==> config.mk <==
export PLATFORM = sky130hd
export DESIGN_NAME = tagged_decimal_reading_parser_unit
export DESIGN_NICKNAME = d
export VERILOG_FILES = /design/src/sv/tdrp_pkg.sv /design/src/sv/tagged_decimal_reading_parser_unit.sv
export SDC_FILE = /design/constraint.sdc
export NUM_CORES = 1
export LEC_CHECK = 0
export ABC_AREA = 1
export BUFFER_PORTS_ARGS = -buffer_cell sky130_fd_sc_hd__buf_2
export CAP_MARGIN = 20
export CORE_MARGIN = 1.5
export CORE_UTILIZATION = 55
export DETAILED_ROUTE_END_ITERATION = 10
export GPL_TIMING_DRIVEN = 0
export PLACE_DENSITY = 0.8
export SYNTH_ARGS = -nofsm -noshare
export SYNTH_HDL_FRONTEND = slang
export SYNTH_SLANG_ARGS = --single-unit
==> constraint.sdc <==
create_clock -name clk -period 2.45 [get_ports clk]
set_input_delay 0.3675 -clock clk [delete_from_list [all_inputs] [get_ports clk]]
set_output_delay 0.3675 -clock clk [all_outputs]
set_load 0.1 [all_outputs]
==> src/sv/tdrp_pkg.sv <==
// ----------------------------------------------------------------------------
// tdrp_pkg
// Shared types and character codes for the tagged decimal reading parser.
// ----------------------------------------------------------------------------
package tdrp_pkg;

	// default field length in bytes after a tag
	localparam int MAX_CHARS_DEF = 15;

	// character codes
	localparam logic [7:0] CHAR_TAG_TEMP = 8'h54;
	localparam logic [7:0] CHAR_TAG_PRES = 8'h50;
	localparam logic [7:0] CHAR_CR       = 8'h0D;
	localparam logic [7:0] CHAR_SPACE    = 8'h20;
	localparam logic [7:0] CHAR_PLUS     = 8'h2B;
	localparam logic [7:0] CHAR_MINUS    = 8'h2D;
	localparam logic [7:0] CHAR_ZERO     = 8'h30;
	localparam logic [7:0] CHAR_NINE     = 8'h39;

	// reading kind on the output
	localparam logic KIND_OUT_TEMP = 1'b0;
	localparam logic KIND_OUT_PRES = 1'b1;

	// which field is open
	typedef enum logic [2:0] {
		FK_NONE = 3'b001,
		FK_TEMP = 3'b010,
		FK_PRES = 3'b100
	} field_kind_t;

	// conversion phase
	typedef enum logic [3:0] {
		PH_SPACE = 4'b0001,
		PH_SIGN  = 4'b0010,
		PH_DIGIT = 4'b0100,
		PH_DONE  = 4'b1000
	} scan_phase_t;

endpackage

==> src/sv/tagged_decimal_reading_parser_unit.sv <==
// ----------------------------------------------------------------------------
// tagged_decimal_reading_parser_unit
// Parses tagged ASCII readings ('T' temperature, 'P' pressure) into signed
// values, one received byte per beat, emitting a reading on carriage return.
// ----------------------------------------------------------------------------
//  channel | handshake           | payload
//  --------+---------------------+-------------------------------------------
//  in      | in_valid / in_stall | rx_byte[7:0]
//  out     | out_valid/out_stall | reading_kind, reading_value[31:0] signed
//
//  one byte per cycle sustained while out_stall is low; a beat reaches the result
//  via the input register, then the conversion step into the result register
//  the conversion step is one times-ten shift-add and one negate of 32 bits
//  reset clears the open field, the collection state and both valid flags
//  out_stall holds the result register; the input register keeps taking a
//  beat while empty, so in_stall rises only when both stages are full
// ----------------------------------------------------------------------------
module tagged_decimal_reading_parser_unit
	import tdrp_pkg::*;
#(
	parameter int MAX_CHARS = MAX_CHARS_DEF
) (
	input  logic               clk,
	input  logic               arst_n,
	input  logic               in_valid,
	output logic               in_stall,
	input  logic [7:0]         rx_byte,
	output logic               out_valid,
	input  logic               out_stall,
	output logic               reading_kind,
	output logic signed [31:0] reading_value
);

	localparam int CNT_W = $clog2(MAX_CHARS + 1);

	// input stage
	logic        valid_s1;
	logic [7:0]  byte_s1;

	// collection state
	field_kind_t      kind_q;
	logic [CNT_W-1:0] cnt_q;
	scan_phase_t      phase_q;
	logic             neg_q;
	logic [31:0]      acc_q;

	// result register
	logic        res_valid_q;
	logic        res_kind_q;
	logic [31:0] res_value_q;

	logic adv;
	logic accept;
	logic step;

	// decoded byte and next state
	logic        is_tag;
	logic        is_cr;
	logic        is_digit;
	logic        emit;
	field_kind_t kind_d;
	logic [CNT_W-1:0] cnt_d;
	scan_phase_t phase_d;
	logic        neg_d;
	logic [31:0] acc_d;
	logic [31:0] signed_val;
	logic [31:0] value_d;

	// handshake
	assign adv      = !res_valid_q || !out_stall;
	assign in_stall = valid_s1 && !adv;
	assign accept   = in_valid && !in_stall;
	assign step     = valid_s1 && adv;

	// input register
	always_ff @(posedge clk or negedge arst_n) begin
		if (!arst_n) begin
			valid_s1 <= 1'b0;
		end else if (accept) begin
			valid_s1 <= 1'b1;
		end else if (adv) begin
			valid_s1 <= 1'b0;
		end
	end

	always_ff @(posedge clk) begin
		if (accept) begin
			byte_s1 <= rx_byte;
		end
	end

	// byte classification
	always_comb begin
		is_tag   = (byte_s1 == CHAR_TAG_TEMP) || (byte_s1 == CHAR_TAG_PRES);
		is_cr    = (byte_s1 == CHAR_CR);
		is_digit = byte_s1 inside {[CHAR_ZERO:CHAR_NINE]};
	end

	// signed value and wrap to the width of the kind
	always_comb begin
		signed_val = neg_q ? (32'd0 - acc_q) : acc_q;
		if (kind_q == FK_TEMP) begin
			value_d = {{16{signed_val[15]}}, signed_val[15:0]};
		end else begin
			value_d = signed_val;
		end
	end

	// collection update
	always_comb begin
		kind_d  = kind_q;
		cnt_d   = cnt_q;
		phase_d = phase_q;
		neg_d   = neg_q;
		acc_d   = acc_q;
		emit    = 1'b0;
		if (is_tag) begin
			kind_d  = (byte_s1 == CHAR_TAG_TEMP) ? FK_TEMP : FK_PRES;
			cnt_d   = '0;
			phase_d = PH_SPACE;
			neg_d   = 1'b0;
			acc_d   = '0;
		end else if (kind_q != FK_NONE) begin
			if (is_cr) begin
				emit    = 1'b1;
				cnt_d   = '0;
				phase_d = PH_SPACE;
				neg_d   = 1'b0;
				acc_d   = '0;
			end else if (cnt_q < CNT_W'(MAX_CHARS)) begin
				cnt_d = cnt_q + 1'b1;
				if (phase_q != PH_DONE) begin
					if (is_digit) begin
						acc_d   = {acc_q[28:0], 3'b000} + {acc_q[30:0], 1'b0}
						        + {28'd0, byte_s1[3:0]};
						phase_d = PH_DIGIT;
					end else if (phase_q == PH_SPACE && byte_s1 == CHAR_SPACE) begin
						phase_d = PH_SPACE;
					end else if (phase_q == PH_SPACE &&
					             (byte_s1 == CHAR_PLUS || byte_s1 == CHAR_MINUS)) begin
						neg_d   = (byte_s1 == CHAR_MINUS);
						phase_d = PH_SIGN;
					end else begin
						phase_d = PH_DONE;
					end
				end
			end
		end
	end

	// state registers
	always_ff @(posedge clk or negedge arst_n) begin
		if (!arst_n) begin
			kind_q  <= FK_NONE;
			cnt_q   <= '0;
			phase_q <= PH_SPACE;
			neg_q   <= 1'b0;
			acc_q   <= '0;
		end else if (step) begin
			kind_q  <= kind_d;
			cnt_q   <= cnt_d;
			phase_q <= phase_d;
			neg_q   <= neg_d;
			acc_q   <= acc_d;
		end
	end

	// result register
	always_ff @(posedge clk or negedge arst_n) begin
		if (!arst_n) begin
			res_valid_q <= 1'b0;
		end else if (adv) begin
			res_valid_q <= step && emit;
		end
	end

	always_ff @(posedge clk) begin
		if (step && emit) begin
			res_kind_q  <= (kind_q == FK_TEMP) ? KIND_OUT_TEMP : KIND_OUT_PRES;
			res_value_q <= value_d;
		end
	end

	assign out_valid     = res_valid_q;
	assign reading_kind  = res_kind_q;
	assign reading_value = signed'(res_value_q);

	// checks
	a_cnt_bound: assert property (@(posedge clk) disable iff (!arst_n)
		cnt_q <= CNT_W'(MAX_CHARS))
		else $error("char count past field length");

	a_temp_sext: assert property (@(posedge clk) disable iff (!arst_n)
		(out_valid && reading_kind == KIND_OUT_TEMP)
		|-> (res_value_q[31:16] == {16{res_value_q[15]}}))
		else $error("temperature reading not sign extended");

	a_stall_full: assert property (@(posedge clk) disable iff (!arst_n)
		in_stall |-> (valid_s1 && res_valid_q))
		else $error("input stalled with a free stage");

	a_tag_clears: assert property (@(posedge clk) disable iff (!arst_n)
		(step && is_tag) |=> (acc_q == '0 && cnt_q == '0 && !neg_q))
		else $error("tag did not restart collection");

	a_cr_emits: assert property (@(posedge clk) disable iff (!arst_n)
		(step && is_cr && kind_q != FK_NONE) |=> out_valid)
		else $error("carriage return in open field gave no reading");

endmodule
==> Yosys cells after proc, flatten, opt, wreduce, memory -nomap -nowiden <==
Cells that the tools add are included.
{ "totals": {"reg_bits": 87, "out_inout_bits": 35} }
{ "op_classes": {"add_sub_neg": 4, "magnitude_cmp": 3, "eq_ne": 12, "mux": 35, "n_reduce_logical": 25} }
{ "op_table": {"columns": ["operator", "n"], "rows": [
  ["$mux 32", 8],
  ["$mux 4", 12],
  ["$add 32x32->32", 1],
  ["$add 32x4->32", 1],
  ["$sub 1x32->32 const A", 1],
  ["$eq 8x6->1 const B", 3],
  ["$eq 8x7->1 const B", 2],
  ["$mux 1", 14],
  ["$reduce_bool 3->1", 4],
  ["$eq 8x4->1 const B", 1],
  ["$ge 8x6->1 const B", 1],
  ["$le 8x6->1 const B", 1],
  ["$logic_and 1x1->1", 7],
  ["$reduce_and 7->1", 1],
  ["$ne 3x3->1 const B", 2],
  ["$reduce_and 5->1", 1],
  ["$add 4x1->4 const B", 1],
  ["$eq 4x1->1 const B", 1],
  ["$logic_not 1->1", 4],
  ["$lt 4x4->1 const B", 1],
  ["$ne 4x4->1 const B", 1],
  ["$reduce_and 4->1", 1],
  ["$reduce_bool 2->1", 2],
  ["$eq 3x2->1 const B", 1],
  ["5 further kinds", 7]
]} }

==> Longest topological paths before layout <==
{ "logic_depth": {"ltp_word": 11, "depth_mapped": 15, "mapped_depth_nobuf": 15} }

==> Worst setup path after synthesis <==
Ideal clock, no wire load.
{ "synth_timing": {"path_kind": "reg-to-reg", "start": "register res_valid_q (netlist: out_valid)", "end": "register byte_s1[0], enable pin", "arrival_ns": 2.803, "required_ns": 2.177, "slack_ns": -0.626, "stages_incl_launch_ff": 6, "n_path_buf": 0, "cell_sequence": "dfrtp_1 > nand2_1 > nor2_1 > inv_1 > nand2_1 > inv_1"} }
{ "synth_via": {"elab_chain_cells": 6} }
{ "synth_lines": {"columns": ["item", "line", "rtl"], "rows": [
  ["from (decl)", "tagged_decimal_reading_parser_unit.sv:48", "logic res_valid_q;"],
  ["from (signal assigned)", "tagged_decimal_reading_parser_unit.sv:173", "res_valid_q <= step && emit;"],
  ["$logic_not 1->1", "tagged_decimal_reading_parser_unit.sv:70", "assign adv = !res_valid_q || !out_stall;"],
  ["$logic_or 1x1->1", "tagged_decimal_reading_parser_unit.sv:70", null],
  ["$logic_not 1->1", "tagged_decimal_reading_parser_unit.sv:71", "assign in_stall = valid_s1 && !adv;"],
  ["$logic_and 1x1->1", "tagged_decimal_reading_parser_unit.sv:71", null],
  ["via in_stall", "tagged_decimal_reading_parser_unit.sv:26", "output logic in_stall,"],
  ["$logic_not 1->1", "tagged_decimal_reading_parser_unit.sv:72", "assign accept = in_valid && !in_stall;"],
  ["$logic_and 1x1->1", "tagged_decimal_reading_parser_unit.sv:72", null],
  ["via accept", "tagged_decimal_reading_parser_unit.sv:53", "logic accept;"],
  ["to (signal assigned)", "tagged_decimal_reading_parser_unit.sv:88", "byte_s1 <= rx_byte;"],
  ["to (decl)", "tagged_decimal_reading_parser_unit.sv:38", "logic [7:0] byte_s1;"]
]} }
The timed path passes the listed nets, and every way through them passes these cells.
A chain may end at the register's enable or synchronous reset.

==> Final worst setup path <==
{ "layout_timing": {"start": "register byte_s1[3]", "end": "register acc_q[26]"} }
{ "layout_via": {"elab_chain_cells": 7, "word_cells_on_any_way": 19} }
{ "layout_lines": {"columns": ["item", "line", "rtl"], "rows": [
  ["$add 32x4->32", "tagged_decimal_reading_parser_unit.sv:135", "+ {28'd0, byte_s1[3:0]};"],
  ["$mux 32", "tagged_decimal_reading_parser_unit.sv:133", "if (is_digit) begin"],
  ["$mux 32", "tagged_decimal_reading_parser_unit.sv:132", "if (phase_q != PH_DONE) begin"],
  ["$mux 32", "tagged_decimal_reading_parser_unit.sv:130", "end else if (cnt_q < CNT_W'(MAX_CHARS)) begin"],
  ["$mux 32", "tagged_decimal_reading_parser_unit.sv:124", "if (is_cr) begin"],
  ["$mux 32", "tagged_decimal_reading_parser_unit.sv:123", "end else if (kind_q != FK_NONE) begin"],
  ["$mux 32", "tagged_decimal_reading_parser_unit.sv:117", "if (is_tag) begin"],
  ["to (signal assigned)", "tagged_decimal_reading_parser_unit.sv:158", "acc_q <= '0;"],
  ["to (signal assigned)", "tagged_decimal_reading_parser_unit.sv:164", "acc_q <= acc_d;"],
  ["to (decl)", "tagged_decimal_reading_parser_unit.sv:45", "logic [31:0] acc_q;"]
]} }
Several ways; a longest one is shown, not always the timed one. The select of a mux whose other input is x is not followed.

==> qor.yml <==
sta:
  max_freq_mhz: 423
  min_period_ns: 2.36
  max_slew_margin: 0.435
  setup_violations: 0
  post-route-period-util: 0.964
  skew_ns: 0.00822
  rsz0062_at_grt: "yes"
  tightest_slew_ns: 0.845
  hold_viol: 0
  slew_viol_final: 0
power:
  ir_drop_uv: 543
  leakagePower_nw: 4.16
  power.density_nw_per_um2: 1230
worst_setup_path:
  crit_required_ns: 2.68
  startpoint: "byte_s1[3]"
  crit_arrival_ns: 2.59
  crit_path_start_kind: "flip-flop"
  worstPathMaxFanout: 4
  worstReg2RegStart: "byte_s1[3]"
  end_kind: "flip-flop"
  path_class: "flip-flop to flip-flop"
global_route:
  grt_max_degree: 47
  grt_usage: 0.256
  antenna_found_initial: 0
  grt_pass1_vias: 5706
  grt_first_pass_wirelength_um: 26600
  overflow: 0
detailed_routing:
  antenna_left: 0
  wl_per_cell_um: 13.4
  drt_iter0_drc: 496
  num_vias: 6154
  drcViolationCount: 0
  first_pass_iters: 7
  vias_per_cell: 5.26
  drt-total-wl_um: 15700
die:
  die_area_sq_um: 13000
  die_w_um: 114
  num_rows: 40
  floorplan.initialDensity: 0.562
  fp.coreArea_sq_um: 12000
  die_y_um: 114
  pin_count: 47
synth:
  ys_seq_area_frac: 0.353
  syn_nets: 1026
  yosys_warnings: 0
  synthMuxAreaShare: 0
  synth_compound_area_frac: 0.0704
  synth_edf_count: 41
  synthXorXnorAreaFrac: 0.0350
  synth_area_sq_um: 6750
  synthFlopType: "dfrtp_1"
  synth_fa_ha_area_frac: 0.117
  syn_avg_cell_area_sq_um: 7.09
  synth_cells: 952
  yosysUniqueCellTypes: 37
  async_flop_share: 0.529
  synth_top_family_by_area: "simple AND/OR/NAND/NOR gates"
  synth_simple_gate_area_share: 0.328
  synth_seq_cells: 87
layout:
  final_util: 0.639
  final_common_cell: "nand2_1"
  nFillCells: 1018
  fin_area_sq_um: 7680
  nNetsFinal: 1091
  drive_gt1_frac: 0.123
  diodes: 0
  mostFrequentLayoutCells: "nand2_1, inv_1, nor2_1, nand3_1, ha_1"
  syn2layout_area_growth_pct: 13.7
clock_network:
  clock_sink_count: 87
  cts_tree: "built"
  cts_buffers: 9
  htree_levels: 3
  clock_latency_ns: 0.34
  clk_path_buf_depth: 2
  path_clk_slew_ns: 0.06
  cts_root_buffer: "clkbuf_16"
flow_run:
  drv_cap: 0
placement:
  place.gp.congestion: 0.918
  placed_area_sq_um: 7180
  dpl.hpwl_um: 12300
  io_buffer_count: 46
hold_path:
  min_from: "rx_byte[0]"
  min_path_type: "input pin to flip-flop"
outcome:
  status: "finished clean"
[flip-flops by register name (all words and copies together), names as in the netlist]
| register | cells |
|---|---|
| out_valid | 1 |
| kind_q | 3 |
| byte_s1 | 8 |
| acc_q | 32 |
| reading_value | 32 |
| phase_q | 4 |
| neg_q | 1 |
| cnt_q | 4 |
| reading_kind | 1 |
| valid_s1 | 1 |
[worst paths after layout]
kind	slack, ns	depth (start not counted)	end
max	0.09	14	acc_q[26]
min	0.20	1	byte_s1[0]
max reg2reg	0.09	14	acc_q[26]
min reg2reg	0.47	2	kind_q[0]
max in group asynchronous	1.59	3	kind_q[0]
min in group asynchronous	0.37	2	cnt_q[3]
[power breakdown]
group	leakage [nW]	internal [mW]	switching [mW]	total, mW
clock	0.128	0.710	0.511	1.22
sequential	0.943	1.89	0.348	2.24
combinational	3.09	2.17	3.85	6.01
[per-layer routing]
metal | up-vias | global-route usage | share of wire | wire [um]
met5 | - | 0 | 0 | 0
li1 | 3190 | - | - | -
met1 | 2771 | 0.361 | 0.48 | 7500
met3 | 24 | 0.0356 | 0.044 | 697
met4 | 0 | 0.0775 | 0.018 | 288
met2 | 169 | 0.412 | 0.46 | 7230
[cell families (layout without fill, tap and decap cells)]
family | after synthesis | in the layout
compound gates | 91 | 91
simple gates | 521 | 521
xor+xnor | 27 | 27
buf+inv | 164 | 234
flops | 87 | 87
fa+ha+maj | 62 | 62
[metrics by stage]
| stage | hold WS (ns) | cells | setup TNS [ns] | setup WS [ns] | power [mW] |
|---|---|---|---|---|---|
| after detailed placement | 0.466 | 1145 | -2.88 | -0.314 | 7.68 |
| after floorplan | 0.0719 | 952 | 0 | 0.0873 | 6.40 |
| after CTS | 0.195 | 1166 | 0 | 0.00341 | 9.03 |
| after global placement | 0.460 | 1145 | -2.62 | -0.302 | 7.55 |
| after global routing | 0.192 | 1169 | -0.0952 | -0.0381 | 10.4 |
| final | 0.203 | 1169 | 0 | 0.0873 | 9.47 |
[synthesized netlist by cell type (2+ instances only)]
library cell | n | share of area
fa_1 | 2 | 0.0059
nand3_1 | 79 | 0.059
edfxtp_1 | 41 | 0.18
nand3b_1 | 6 | 0.0067
xnor2_1 | 4 | 0.0052
ha_1 | 60 | 0.11
inv_1 | 149 | 0.083
nand4_1 | 15 | 0.014
a31oi_1 | 2 | 0.0019
o31ai_1 | 3 | 0.0033
dfstp_2 | 2 | 0.0078
and2_1 | 3 | 0.0028
a21oi_1 | 34 | 0.025
nor2_4 | 3 | 0.0050
nand2_2 | 4 | 0.0037
buf_4 | 2 | 0.0022
nor3_1 | 11 | 0.0082
o21ai_1 | 4 | 0.0030
clkbuf_1 | 4 | 0.0022
inv_4 | 2 | 0.0019
buf_6 | 3 | 0.0050
clkinv_1 | 2 | 0.0011
o21bai_1 | 2 | 0.0022
nand2_1 | 314 | 0.17
nor2_1 | 78 | 0.043
xor2_1 | 23 | 0.030
o21ai_0 | 44 | 0.033
dfrtp_1 | 44 | 0.16
nor2_2 | 4 | 0.0037
[worst max-delay path, stage by stage, from the launching register on]
cell and delay, ns:
edfxtp_1 0.40, inv_4 0.06, fa_1 0.55, inv_2 0.06, fa_2 0.37, nand3_2 0.11
nand3_4 0.08, nand2_1 0.09, nand2_2 0.08, nand2_2 0.09, nand2_4 0.07, nand2_4 0.07
nand3_1 0.08, nand3_2 0.10, nand2_1 0.05
[cell type report]
class / count / area, sq um / area share
Tap cell: 147 / 184 / 0.0240
Clock buffer: 14 / 254 / 0.0331
Sequential cell: 87 / 2380 / 0.311
Inverter: 153 / 583 / 0.0760
Clock inverter: 2 / 8.76 / 0.00114
Timing Repair Buffer: 54 / 305 / 0.0398
Buffer: 11 / 72.6 / 0.00945
Multi-Input combinational cell: 701 / 3880 / 0.506
[repair_timing]
item	in CTS	in global routing
setup buffers	5	1
resized for setup	8	35
hold buffers	0	1
setup endpoints to repair	20	23
pin swaps	1	13
hold endpoints to repair	0	3
cloned	0	0
Note: power is estimated with default switching activity, not from simulation.
